[src/hdl/ps2mc_pkg.sv]
package ps2mc_pkg;

  // Cursor coordinate width; limits and positions follow it.
  localparam int COORD_BITS = 12;

  // Configuration port widths.
  localparam int CFG_IDX_W  = 4;
  localparam int CFG_DATA_W = 16;
  localparam int GAIN_W     = 5;

  // Depth of each internal request queue.
  localparam int QDEPTH = 2;
  localparam int QCNT_W = $clog2(QDEPTH + 1);
  localparam int QPTR_W = (QDEPTH > 1) ? $clog2(QDEPTH) : 1;

  // Register indexes.
  localparam logic [CFG_IDX_W-1:0] REG_ENABLE = CFG_IDX_W'(0);
  localparam logic [CFG_IDX_W-1:0] REG_RIGHT  = CFG_IDX_W'(1);
  localparam logic [CFG_IDX_W-1:0] REG_BOTTOM = CFG_IDX_W'(2);
  localparam logic [CFG_IDX_W-1:0] REG_GAIN   = CFG_IDX_W'(3);

  // Reset values.
  localparam logic [COORD_BITS-1:0] RIGHT_RST  = COORD_BITS'(1023);
  localparam logic [COORD_BITS-1:0] BOTTOM_RST = COORD_BITS'(767);
  localparam logic [COORD_BITS-1:0] POS_X_RST  = COORD_BITS'(512);
  localparam logic [COORD_BITS-1:0] POS_Y_RST  = COORD_BITS'(384);
  localparam logic [GAIN_W-1:0]     GAIN_RST   = GAIN_W'(1);

  // Event codes reported with every result.
  localparam logic [2:0] EV_IGNORED  = 3'd0;
  localparam logic [2:0] EV_DISCARD  = 3'd1;
  localparam logic [2:0] EV_STORED   = 3'd2;
  localparam logic [2:0] EV_APPLIED  = 3'd3;
  localparam logic [2:0] EV_OVERFLOW = 3'd4;

  // Position within a three-byte packet.
  localparam logic [1:0] IDX_FIRST  = 2'd0;
  localparam logic [1:0] IDX_SECOND = 2'd1;
  localparam logic [1:0] IDX_THIRD  = 2'd2;

  typedef struct packed {
    logic [7:0] rx_byte;
    logic       from_aux;
  } in_item_t;

  typedef struct packed {
    logic [2:0]            event_res;
    logic [COORD_BITS-1:0] cursor_x;
    logic [COORD_BITS-1:0] cursor_y;
    logic [2:0]            button_bits;
    logic                  left_clicked;
    logic                  right_clicked;
    logic                  left_released;
  } out_item_t;

  typedef struct packed {
    logic                  valid;
    logic [CFG_IDX_W-1:0]  index;
    logic [CFG_DATA_W-1:0] data;
  } cfg_wr_t;

  // Classified request handed from the front end to the cursor engine.
  typedef struct packed {
    logic [2:0] event_res;
    logic [2:0] buttons;
    logic [8:0] dx;
    logic [8:0] dy;
  } cmd_t;

endpackage

[src/hdl/ps2mc_front.sv]
module ps2mc_front (
  input  logic                clk,
  input  logic                rst_n,
  input  ps2mc_pkg::in_item_t in_item,
  input  logic                in_push,
  output logic                in_full,
  input  ps2mc_pkg::cfg_wr_t  cfg_wr,
  output ps2mc_pkg::cmd_t     cmd_head,
  output logic                cmd_valid,
  input  logic                cmd_pop
);
  import ps2mc_pkg::*;

  logic              enable_r;
  logic [1:0]        byte_idx_r;
  logic [1:0]        byte_idx_nxt;
  logic [7:0]        pkt0_r;
  logic [7:0]        pkt1_r;
  logic              store0;
  logic              store1;
  cmd_t              cmd_new;
  cmd_t              q_mem [QDEPTH];
  logic [QPTR_W-1:0] wr_ptr_r;
  logic [QPTR_W-1:0] rd_ptr_r;
  logic [QCNT_W-1:0] count_r;
  logic              accept;

  assign in_full   = (count_r == QCNT_W'(QDEPTH));
  assign cmd_valid = (count_r != '0);
  assign cmd_head  = q_mem[rd_ptr_r];
  assign accept    = in_push && !in_full;

  // Enable register lives with the classifier.
  always_ff @(posedge clk) begin
    if (!rst_n) begin
      enable_r <= 1'b0;
    end else if (cfg_wr.valid && (cfg_wr.index == REG_ENABLE)) begin
      enable_r <= cfg_wr.data[0];
    end
  end

  // Classify the incoming byte against the packet position.
  always_comb begin
    byte_idx_nxt      = byte_idx_r;
    store0            = 1'b0;
    store1            = 1'b0;
    cmd_new.event_res = EV_IGNORED;
    cmd_new.buttons   = pkt0_r[2:0];
    cmd_new.dx        = {pkt0_r[4], pkt1_r};
    cmd_new.dy        = {pkt0_r[5], in_item.rx_byte};
    if (enable_r && in_item.from_aux) begin
      case (byte_idx_r)
        IDX_SECOND: begin
          store1            = 1'b1;
          byte_idx_nxt      = IDX_THIRD;
          cmd_new.event_res = EV_STORED;
        end
        IDX_THIRD: begin
          byte_idx_nxt      = IDX_FIRST;
          cmd_new.event_res = (pkt0_r[7:6] != 2'b00) ? EV_OVERFLOW : EV_APPLIED;
        end
        default: begin
          // The first byte must carry the sync bit.
          if (in_item.rx_byte[3]) begin
            store0            = 1'b1;
            byte_idx_nxt      = IDX_SECOND;
            cmd_new.event_res = EV_STORED;
          end else begin
            byte_idx_nxt      = IDX_FIRST;
            cmd_new.event_res = EV_DISCARD;
          end
        end
      endcase
    end
  end

  // Packet assembly state.
  always_ff @(posedge clk) begin
    if (!rst_n) begin
      byte_idx_r <= IDX_FIRST;
    end else if (accept) begin
      byte_idx_r <= byte_idx_nxt;
    end
  end

  always_ff @(posedge clk) begin
    if (accept && store0) begin
      pkt0_r <= in_item.rx_byte;
    end
    if (accept && store1) begin
      pkt1_r <= in_item.rx_byte;
    end
  end

  // Request queue toward the cursor engine.
  always_ff @(posedge clk) begin
    if (accept) begin
      q_mem[wr_ptr_r] <= cmd_new;
    end
  end

  always_ff @(posedge clk) begin
    if (!rst_n) begin
      wr_ptr_r <= '0;
      rd_ptr_r <= '0;
      count_r  <= '0;
    end else begin
      if (accept) begin
        wr_ptr_r <= (wr_ptr_r == QPTR_W'(QDEPTH - 1)) ? '0 : wr_ptr_r + 1'b1;
      end
      if (cmd_pop && cmd_valid) begin
        rd_ptr_r <= (rd_ptr_r == QPTR_W'(QDEPTH - 1)) ? '0 : rd_ptr_r + 1'b1;
      end
      count_r <= count_r + QCNT_W'(accept) - QCNT_W'(cmd_pop && cmd_valid);
    end
  end

`ifndef ASSERT_OFF
  a_count_bound: assert property (@(posedge clk) disable iff (!rst_n)
    count_r <= QCNT_W'(QDEPTH))
    else $error("front queue count out of range");
  a_idx_valid: assert property (@(posedge clk) disable iff (!rst_n)
    byte_idx_r != 2'd3)
    else $error("packet byte index reached an unused code");
  a_no_pop_empty: assert property (@(posedge clk) disable iff (!rst_n)
    (count_r == '0) && !accept |=> (count_r == '0))
    else $error("front queue count changed without a request");
`endif

endmodule

[src/hdl/ps2mc_back.sv]
module ps2mc_back (
  input  logic                 clk,
  input  logic                 rst_n,
  input  ps2mc_pkg::cfg_wr_t   cfg_wr,
  input  ps2mc_pkg::cmd_t      cmd_head,
  input  logic                 cmd_valid,
  output logic                 cmd_pop,
  output ps2mc_pkg::out_item_t out_item,
  output logic                 out_empty,
  input  logic                 out_pop
);
  import ps2mc_pkg::*;

  localparam int SUM_W = COORD_BITS + 18;

  logic [COORD_BITS-1:0] right_lim_r;
  logic [COORD_BITS-1:0] bottom_lim_r;
  logic [GAIN_W-1:0]     gain_r;
  logic [COORD_BITS-1:0] pos_x_r;
  logic [COORD_BITS-1:0] pos_y_r;
  logic [2:0]            held_r;
  logic [2:0]            earlier_r;
  logic [COORD_BITS-1:0] pos_x_nxt;
  logic [COORD_BITS-1:0] pos_y_nxt;
  logic [2:0]            held_nxt;
  logic [2:0]            earlier_nxt;
  logic signed [9:0]     dx_s;
  logic signed [9:0]     dy_s;
  logic [COORD_BITS-1:0] moved_x;
  logic [COORD_BITS-1:0] moved_y;
  logic [COORD_BITS:0]   right_sum;
  logic [COORD_BITS:0]   bottom_sum;
  out_item_t             res_new;
  out_item_t             r_mem [QDEPTH];
  logic [QPTR_W-1:0]     wr_ptr_r;
  logic [QPTR_W-1:0]     rd_ptr_r;
  logic [QCNT_W-1:0]     count_r;
  logic                  res_full;
  logic                  do_pop;

  // Scale a delta, add it to the position and clamp to [0, limit].
  function automatic logic [COORD_BITS-1:0] move_axis(
    input logic [COORD_BITS-1:0] pos,
    input logic signed [9:0]     d,
    input logic [GAIN_W-1:0]     g,
    input logic [COORD_BITS-1:0] lim
  );
    logic signed [15:0]    prod;
    logic signed [SUM_W-1:0] sum;
    logic [COORD_BITS-1:0] r;
    prod = d * $signed({1'b0, g});
    sum  = $signed({1'b0, pos}) + prod;
    if (sum < 0) begin
      r = '0;
    end else if (sum > $signed({1'b0, lim})) begin
      r = lim;
    end else begin
      r = sum[COORD_BITS-1:0];
    end
    return r;
  endfunction

  assign res_full  = (count_r == QCNT_W'(QDEPTH));
  assign out_empty = (count_r == '0);
  assign out_item  = r_mem[rd_ptr_r];
  assign do_pop    = cmd_valid && !res_full;
  assign cmd_pop   = do_pop;

  assign right_sum  = {1'b0, cfg_wr.data[COORD_BITS-1:0]} + 1'b1;
  assign bottom_sum = {1'b0, cfg_wr.data[COORD_BITS-1:0]} + 1'b1;

  // Deltas: X as sent, Y inverted so that screen down is positive.
  assign dx_s    = {cmd_head.dx[8], cmd_head.dx};
  assign dy_s    = -$signed({cmd_head.dy[8], cmd_head.dy});
  assign moved_x = move_axis(pos_x_r, dx_s, gain_r, right_lim_r);
  assign moved_y = move_axis(pos_y_r, dy_s, gain_r, bottom_lim_r);

  // Next cursor and button state for the request at the head.
  always_comb begin
    pos_x_nxt   = pos_x_r;
    pos_y_nxt   = pos_y_r;
    held_nxt    = held_r;
    earlier_nxt = earlier_r;
    if ((cmd_head.event_res == EV_APPLIED) || (cmd_head.event_res == EV_OVERFLOW)) begin
      earlier_nxt = held_r;
      held_nxt    = cmd_head.buttons;
    end
    if (cmd_head.event_res == EV_APPLIED) begin
      pos_x_nxt = moved_x;
      pos_y_nxt = moved_y;
    end
    res_new.event_res     = cmd_head.event_res;
    res_new.cursor_x      = pos_x_nxt;
    res_new.cursor_y      = pos_y_nxt;
    res_new.button_bits   = held_nxt;
    res_new.left_clicked  = held_nxt[0] & ~earlier_nxt[0];
    res_new.right_clicked = held_nxt[1] & ~earlier_nxt[1];
    res_new.left_released = ~held_nxt[0] & earlier_nxt[0];
  end

  // Configuration and cursor state; a limit write recenters its axis.
  always_ff @(posedge clk) begin
    if (!rst_n) begin
      right_lim_r  <= RIGHT_RST;
      bottom_lim_r <= BOTTOM_RST;
      gain_r       <= GAIN_RST;
      pos_x_r      <= POS_X_RST;
      pos_y_r      <= POS_Y_RST;
      held_r       <= '0;
      earlier_r    <= '0;
    end else if (cfg_wr.valid) begin
      case (cfg_wr.index)
        REG_RIGHT: begin
          right_lim_r <= cfg_wr.data[COORD_BITS-1:0];
          pos_x_r     <= right_sum[COORD_BITS:1];
        end
        REG_BOTTOM: begin
          bottom_lim_r <= cfg_wr.data[COORD_BITS-1:0];
          pos_y_r      <= bottom_sum[COORD_BITS:1];
        end
        REG_GAIN: begin
          gain_r <= cfg_wr.data[GAIN_W-1:0];
        end
        default: begin
        end
      endcase
    end else if (do_pop) begin
      pos_x_r   <= pos_x_nxt;
      pos_y_r   <= pos_y_nxt;
      held_r    <= held_nxt;
      earlier_r <= earlier_nxt;
    end
  end

  // Result queue toward the output side.
  always_ff @(posedge clk) begin
    if (do_pop) begin
      r_mem[wr_ptr_r] <= res_new;
    end
  end

  always_ff @(posedge clk) begin
    if (!rst_n) begin
      wr_ptr_r <= '0;
      rd_ptr_r <= '0;
      count_r  <= '0;
    end else begin
      if (do_pop) begin
        wr_ptr_r <= (wr_ptr_r == QPTR_W'(QDEPTH - 1)) ? '0 : wr_ptr_r + 1'b1;
      end
      if (out_pop && !out_empty) begin
        rd_ptr_r <= (rd_ptr_r == QPTR_W'(QDEPTH - 1)) ? '0 : rd_ptr_r + 1'b1;
      end
      count_r <= count_r + QCNT_W'(do_pop) - QCNT_W'(out_pop && !out_empty);
    end
  end

`ifndef ASSERT_OFF
  a_x_in_range: assert property (@(posedge clk) disable iff (!rst_n)
    pos_x_r <= right_lim_r)
    else $error("cursor x beyond right limit");
  a_y_in_range: assert property (@(posedge clk) disable iff (!rst_n)
    pos_y_r <= bottom_lim_r)
    else $error("cursor y beyond bottom limit");
  a_result_appears: assert property (@(posedge clk) disable iff (!rst_n)
    cmd_valid && out_empty |=> !out_empty)
    else $error("request at head did not produce a result");
`endif

endmodule

[src/hdl/ps2_mouse_packet_cursor.sv]
// PS/2 mouse packet decoder with a clamped screen cursor.
// Input channel: push one controller byte with its auxiliary flag per request
// while in_full is low. Bytes that are not mouse data, or that arrive while the
// block is disabled, still produce a result with the "ignored" event.
// Result channel: every input request yields exactly one result, in order. The
// oldest result sits on out_item while out_empty is low and leaves on out_pop.
// Configuration: cfg_ready is always high; writes are meant for idle periods.
// Writing a limit register recenters that cursor axis.
// An accepted byte's request passes the front queue, then the cursor engine and
// the result queue, before its result shows on out_item. Throughput: one byte per
// cycle while in_full is low; the cursor engine retires one request per cycle
// while the result queue has room, via one scale, add and clamp stage per axis.
// A two-entry queue sits between the byte classifier and the cursor engine, and
// another on the result side. When the receiver stalls, results collect there
// and in_full rises once both queues are full; nothing is dropped.
// Reset: disabled, limits 1023 by 767, gain 1, cursor at 512/384, no buttons
// held and packet assembly at the first byte. Queues are emptied.
module ps2_mouse_packet_cursor (
  input  logic                                  clk,
  input  logic                                  rst_n,
  input  ps2mc_pkg::in_item_t                   in_item,
  input  logic                                  in_push,
  output logic                                  in_full,
  output ps2mc_pkg::out_item_t                  out_item,
  output logic                                  out_empty,
  input  logic                                  out_pop,
  input  logic                                  cfg_valid,
  output logic                                  cfg_ready,
  input  logic [ps2mc_pkg::CFG_IDX_W-1:0]       cfg_index,
  input  logic [ps2mc_pkg::CFG_DATA_W-1:0]      cfg_data
);
  import ps2mc_pkg::*;

  cfg_wr_t cfg_wr;
  cmd_t    cmd_head;
  logic    cmd_valid;
  logic    cmd_pop;

  assign cfg_ready    = 1'b1;
  assign cfg_wr.valid = cfg_valid;
  assign cfg_wr.index = cfg_index;
  assign cfg_wr.data  = cfg_data;

  // Byte classifier and packet assembly.
  ps2mc_front u_front (
    .clk       (clk),
    .rst_n     (rst_n),
    .in_item   (in_item),
    .in_push   (in_push),
    .in_full   (in_full),
    .cfg_wr    (cfg_wr),
    .cmd_head  (cmd_head),
    .cmd_valid (cmd_valid),
    .cmd_pop   (cmd_pop)
  );

  // Cursor and button engine with the result queue.
  ps2mc_back u_back (
    .clk       (clk),
    .rst_n     (rst_n),
    .cfg_wr    (cfg_wr),
    .cmd_head  (cmd_head),
    .cmd_valid (cmd_valid),
    .cmd_pop   (cmd_pop),
    .out_item  (out_item),
    .out_empty (out_empty),
    .out_pop   (out_pop)
  );

endmodule
[config.mk]
export PLATFORM = sky130hd
export DESIGN_NAME = ps2_mouse_packet_cursor
export DESIGN_NICKNAME = d
export VERILOG_FILES = /design/src/hdl/ps2mc_pkg.sv /design/src/hdl/ps2mc_front.sv /design/src/hdl/ps2mc_back.sv /design/src/hdl/ps2_mouse_packet_cursor.sv
export SDC_FILE = /design/constraint.sdc
export NUM_CORES = 1
export LEC_CHECK = 0
export ABC_AREA = 0
export BUFFER_PORTS_ARGS = -buffer_cell sky130_fd_sc_hd__buf_2
export CAP_MARGIN = 20
export CELL_PAD_IN_SITES_DETAIL_PLACEMENT = 1
export CELL_PAD_IN_SITES_GLOBAL_PLACEMENT = 2
export CORE_ASPECT_RATIO = 0.9
export CORE_MARGIN = 5
export CORE_UTILIZATION = 38
export CTS_BUF_LIST = sky130_fd_sc_hd__clkbuf_8
export CTS_CLUSTER_SIZE = 8
export DETAILED_ROUTE_END_ITERATION = 12
export PLACE_DENSITY = 0.89
export SLEW_MARGIN = 20
export SYNTH_ARGS = -nofsm -noshare
export SYNTH_HDL_FRONTEND = slang
export SYNTH_SLANG_ARGS = --single-unit
[constraint.sdc]
create_clock -name clk -period 7.3 [get_ports clk]
set_clock_uncertainty 0.05 [all_clocks]
set_input_delay 0.365 -clock clk [delete_from_list [all_inputs] [get_ports clk]]
set_output_delay 0.365 -clock clk [all_outputs]
set_load 0.05 [all_outputs]
==> results of run 1 <==
## area by class of cell
type / count / area (sq um) / share of cell area (%)
Multi-Input combinational cell: 890 / 7970 / 50.0
Tap cell: 469 / 587 / 3.68
Clock inverter: 15 / 185 / 1.16
Inverter: 155 / 582 / 3.65
Sequential cell: 200 / 5300 / 33.3
Timing Repair Buffer: 155 / 1080 / 6.78
Clock buffer: 17 / 234 / 1.47
## kinds of logic after synthesis
logic type               share of synthesized area [%]
XOR/XNOR                                          2.91
AND/OR/NAND/NOR                                   13.1
AO/OA/AOI/OAI                                     10.3
flip-flops                                        39.2
adder cells (fa/ha/maj)                           21.6
buffers and inverters                             5.77
multiplexers                                      7.19
other                                           0.0277
## report_power, final
group	total, mW	internal [mW]	switching (mW)
Sequential	1.54	1.46	0.0851
Clock	0.757	0.292	0.465
Combinational	2.88	1.14	1.74
Total	5.18	2.89	2.29
## per-stage QoR
stage               setup slack (ps)  cell area, sq um  setup TNS, ps  power [mW]  util (%)
floorplan                       1.42             13500              0        3.32         -
global placement                -174             14800          -4030        3.99      42.0
detailed placement              -649             14800         -19100        4.09      42.0
CTS                            -46.9             15700           -510        5.09      44.8
global route                    -460             15900         -14290        5.51      45.4
finish                          -253             15900          -6600        5.18      45.4
## registers in the layout, indices dropped and copies added, names as in the netlist, 5 cells and up, named ones only
name and flops:
u_front.pkt0_r 7, u_front.pkt1_r 8, u_front.q_mem 48, u_back.pos_y_r 12, u_back.pos_x_r 12, u_back.right_lim_r 12, u_back.gain_r 5, u_back.r_mem 66
u_back.bottom_lim_r 12
## worst max-delay path by stage
stage | from | end | slack (ps) | cells past startpoint
global route | register | u_back.r_mem[1][6] | -460 | 31
CTS | register | u_back.r_mem[1][6] | -50 | 33
floorplan | register | u_back.r_mem[0][17] | 1 | 34
global placement | register | u_back.r_mem[0][16] | -170 | 29
detailed placement | register | u_back.r_mem[1][16] | -650 | 28
finish | register | u_back.r_mem[0][7] | -250 | 33
## layout by cell type, fill, tap and decap left out, types with 12 or more instances in the layout
cell,count
o21ai_1,25
buf_4,82
nor2b_1,31
nor2_1,65
ha_1,102
a21o_1,13
and2_1,60
fa_1,79
xor2_1,15
buf_2,64
o22ai_1,14
nand2_1,104
o211ai_1,20
mux2i_4,12
dfxtp_1,70
mux2_2,41
clkbuf_8,17
nand3_1,18
o21ai_0,15
xnor2_1,23
mux2i_1,32
edfxtp_1,129
nand2b_1,13
a21oi_1,49
inv_1,153
## per-layer routing
layer / vias up / global-route usage, % / share of wire, %
li1: 4707 / - / -
met1: 4978 / 25.4 / 45
met2: 285 / 32.1 / 48
met3: 57 / 2.65 / 5.0
met4: 2 / 4.92 / 2.2
met5: - / 0 / 0.029
## what timing repair did
| item | in CTS | in global routing |
|---|---|---|
| endpoints found under the setup margin | 36 | 36 |
| gates cloned | 1 | 0 |
| pin swaps | 39 | 12 |
| buffers inserted | 20 | 5 |
| gates resized for setup | 73 | 20 |
## critical path, delay by kind of cell, from the launching register on
kind            cells  cell delay [ps]
compound gates     12             2060
xor+xnor            2              220
fa+ha+maj           6             2410
buf+inv             6              490
flops               1              430
mux                 2              640
simple gates        5             1010
==> flow_summary.json, run 1 <==
{
  "drt-pass1-iter-count": 5,
  "startpoint_type": "register",
  "slowest_stage": "fa_1",
  "cts_buffers": 17,
  "finalHoldViolations": 0,
  "wl_per_cell_um": 19.7,
  "grt_max_degree": 48,
  "placed_cells": 1842,
  "grt.total_usage_pct": 18.8,
  "layout_min_cycle_time_ps": 7550,
  "vias_per_cell": 5.28,
  "clock_latency_ps": 490,
  "routed_wl_mm": 37.5,
  "ys_warn_count": 0,
  "fp-row-count": 65,
  "antenna_found_initial": 1,
  "drv_slew": 0,
  "synth.area.top_cells": "edfxtp_1 29%, fa_1 12%, dfxtp_1 11%, ha_1 9.9%, inv_1 4.3%",
  "grt_pass1_vias": 10700,
  "die_h_um": 189,
  "grt_overflow": 0,
  "die_area_sq_mm": 0.0395,
  "worstSetupEndpointType": "register",
  "hold_buffers": 0,
  "crit_type": "register to register",
  "cts_max_level": 4,
  "dr.first_iter.drc_count": 565,
  "worst_ep_arrival_time_ps": 7720,
  "syn_inst": 1292,
  "grt_pass1_wl_mm": 59.3,
  "drc": 0,
  "min_to": "u_front.pkt0_r[2]",
  "status": "complete, but fails checks",
  "num_io_pins": 70,
  "start_util_pct": 38.5,
  "cts_num_sinks": 200,
  "crit_required_ps": 7470,
  "route.vias.total": 10029,
  "synth_edf_count": 129,
  "power.density_mw_per_mm2": 325,
  "synth_fp_nets": 1512,
  "rsz0062_at_grt": "yes",
  "whs_ps": 98.0,
  "gp_congestion": 0.832,
  "fin_crit_sh_pct": 103,
  "hp-start": "in_item[3]",
  "fin_nets": 1639,
  "drive_above_1_share_pct": 21.6,
  "synth-seq-area-share_pct": 39.2,
  "max-slew-margin-rel_pct": 28.9,
  "synth_most_common_cell": "inv_1",
  "max_stage_delay_ps": 520,
  "r2r-end": "u_back.r_mem[0][7]",
  "cap_violations": 0,
  "antenna_left": 0,
  "avgSynthCellArea_sq_um": 10.5,
  "r2r_cells": 33,
  "ys_ff_latch": 200,
  "fmax_ghz": 0.132,
  "hold_class": "primary input to register",
  "async_reset_ff_share_pct": 0,
  "core_sq_mm": 0.0351,
  "path_clk_slew_ps": 110,
  "synth_top_area_cell": "edfxtp_1",
  "vdd_drop_max_v": 0.000122,
  "tightest_slew_ps": 1060,
  "synth_top_area_share_pct": 28.6,
  "critPathMaxFanout": 6,
  "violations": "negative setup slack",
  "setup_violations": 35,
  "clk_path_buf_depth": 2,
  "fill_cells": 3875,
  "syn_to_final_growth_pct": 17.8,
  "chipWidth_um": 209,
  "portBuffers": 64,
  "dpl.hpwl_mm": 28.3,
  "path_common_cell": "fa_1",
  "syn_area_sq_mm": 0.0135,
  "reg2reg_setup_slack_ps": -250,
  "synth_ff_type": "edfxtp_1",
  "min_path_cells": 1,
  "p_leak_nw": 6.87,
  "cts_root_buffer": "clkbuf_8",
  "layout_setup_ws_ps": -253,
  "synth_common_cells": "155 x inv_1, 129 x edfxtp_1, 107 x ha_1",
  "ys_types": 66,
  "fin_cells": 1901,
  "cts_tree": "yes",
  "antennaDiodeCount": 0
}
Power figures use the tool's default switching activity.
==> run 2: changes to the inputs <==
- SETUP_SLACK_MARGIN: not set -> 0.15
==> run 2 against run 1 <==
The run still ends with negative setup slack left. Maximum frequency grew 1.4%. Combinational power grew 6%. Clock-buffer cell count is the same. Sequential power increased by 3%. Global-route usage rose by 1.1 points. Critical path depth shrank 4. Sequential share of layout area decreased by 0.55 points. Setup slack better by 110 ps. First-iteration DRC count rose by 2.1%. Power increased by 4.6%. Largest power group unchanged.
==> flow_summary.json, run 2 (synthesis results as in run 1) <==
{
  "p_sw_share_pct": 44.7,
  "drt-pass1-iter-count": 5,
  "switchingPower_mw": 2.42,
  "grt_use_met2_pct": 35.9,
  "cts_num_sinks": 200,
  "dp_slack_ps": -507,
  "cap_violations": 0,
  "fin_setup_tns_ps": -2730,
  "violations": "negative setup slack",
  "grt_pass1_vias": 11068,
  "die_h_um": 189,
  "slowest_stage": "fa_1",
  "portBuffers": 64,
  "max-slew-margin-rel_pct": 24.6,
  "core_sq_mm": 0.0351,
  "start_util_pct": 38.5,
  "grt.total_usage_pct": 20.0,
  "worst_ep_arrival_time_ps": 7600,
  "crit_required_ps": 7460,
  "setup_violations": 29,
  "syn_to_final_growth_pct": 19.9,
  "placed_cells": 1840,
  "clk_path_buf_depth": 2,
  "drv_slew": 0,
  "finalHoldViolations": 0,
  "num_io_pins": 70,
  "fill_cells": 3894,
  "grt_overflow": 0,
  "fmax_ghz": 0.134,
  "final_cell_mix": "150 x inv_1, 129 x edfxtp_1, 104 x nand2_1",
  "p_comb_share_pct": 56.0,
  "rsz0062_at_grt": "yes",
  "cts_max_level": 4,
  "layout_setup_ws_ps": -147,
  "route.vias.total": 10177,
  "startpoint_type": "register",
  "tightest_slew_ps": 1130,
  "grt_max_degree": 48,
  "finalInstanceArea_sq_mm": 0.0162,
  "hold_class": "primary input to register",
  "status": "complete, but fails checks",
  "antenna_left": 0,
  "mostFrequentLayoutCell": "inv_1",
  "layout_min_cycle_time_ps": 7450,
  "drive_above_1_share_pct": 23.2,
  "reg_top3": "u_back.r_mem x66, u_front.q_mem x48",
  "chipWidth_um": 209,
  "gp_congestion": 0.832,
  "crit_type": "register to register",
  "dpl.hpwl_mm": 29.9,
  "p_leak_nw": 6.91,
  "antenna_found_initial": 0,
  "routed_wl_mm": 40.5,
  "max_stage_delay_ps": 510,
  "use_met1_pct": 25.6,
  "internal_power_mw": 3.00,
  "dpl_cell_area_sq_mm": 0.0149,
  "path_clk_slew_ps": 110,
  "die_area_sq_mm": 0.0395,
  "fin_cells": 1894,
  "cts_buffers": 17,
  "cts_root_buffer": "clkbuf_8",
  "cts_tree": "yes",
  "antennaDiodeCount": 0,
  "fin_nets": 1632,
  "largest-register": "u_back.r_mem",
  "grt_pass1_wl_mm": 61.9,
  "busiest_layer": "met2",
  "wl_per_cell_um": 21.4,
  "worstSetupEndpointType": "register",
  "fin_crit_sh_pct": 102,
  "dr.first_iter.drc_count": 577,
  "vias_per_cell": 5.37,
  "drc": 0,
  "grtUsageMet3_pct": 2.47,
  "power_frac_seq_pct": 29.1,
  "clock_latency_ps": 500,
  "critPathMaxFanout": 7,
  "vdd_drop_max_v": 0.000139,
  "largest_register_ffs": 66,
  "fp-row-count": 65,
  "power.density_mw_per_mm2": 334,
  "path_common_cell": "fa_1",
  "p_clk_share_pct": 14.9
}
==> run 2: cell types whose count changed in the layout (fill, tap and decap cells not counted), sizes merged <==
cell      delta
bufinv       +1
buf          -7
clkinvlp     +1
inv          -2
==> run 2: area by class of cell <==
cell class,instances,area (sq um),share of cell area (%)
Clock inverter,15,225,1.39
Sequential cell,200,5300,32.7
Multi-Input combinational cell,890,8180,50.5
Clock buffer,17,234,1.44
Inverter,155,582,3.59
Tap cell,469,587,3.62
Timing Repair Buffer,148,1100,6.77
==> run 2: worst max-delay path: cells and delay by family (launching register included) <==
kind,cells,cell delay [ps]
AND/OR/NAND/NOR,8,1430
adder cells (fa/ha/maj),6,2560
multiplexers,2,560
flip-flops,1,460
XOR/XNOR,2,350
buffers and inverters,3,310
AO/OA/AOI/OAI,8,1410
==> run 2: stage by stage <==
step / util [%] / hold WS (ps) / power [mW]
after floorplan: - / 371 / 3.36
after global placement: 42.1 / 373 / 4.06
after detailed placement: 42.4 / 386 / 4.23
after CTS: 45.1 / 39.9 / 5.24
after global routing: 46.1 / 29.3 / 5.74
final: 46.1 / 71.0 / 5.42
==> run 2: final timing paths <==
kind	from	to	slack (ps)	depth (start not counted)
max	register	u_back.r_mem[0][11]	-150	29
min	in_item[3]	u_front.pkt1_r[2]	70	1
max reg2reg	register	u_back.r_mem[0][11]	-150	29
min reg2reg	u_front.pkt1_r[4]	u_front.q_mem[0][13]	410	0
==> run 2: power by group through the flow <==
stage / combinational [mW] / clock, mW / sequential [mW]
2_1_floorplan: 1.82 / 0 / 1.53
3_3_place_gp: 2.48 / 0 / 1.58
3_5_place_dp: 2.63 / 0 / 1.60
4_1_cts: 2.85 / 0.817 / 1.58
5_1_grt: 3.27 / 0.870 / 1.60
6_report: 3.04 / 0.806 / 1.58
==> run 2: what timing repair did <==
action | 4_1_cts | 5_1_grt
cloned | 1 | 0
setup buffers | 15 | 6
resized for setup | 71 | 52
setup endpoints to repair | 51 | 63
hold buffers | 0 | 0
pin swaps | 44 | 37
==> run 2: metal layers <==
| layer | vias to the layer above | wire length (um) |
|---|---|---|
| met4 | 0 | 865 |
| met1 | 5204 | 17100 |
| li1 | 4699 | - |
| met5 | - | 0 |
| met2 | 228 | 21000 |
| met3 | 46 | 1580 |
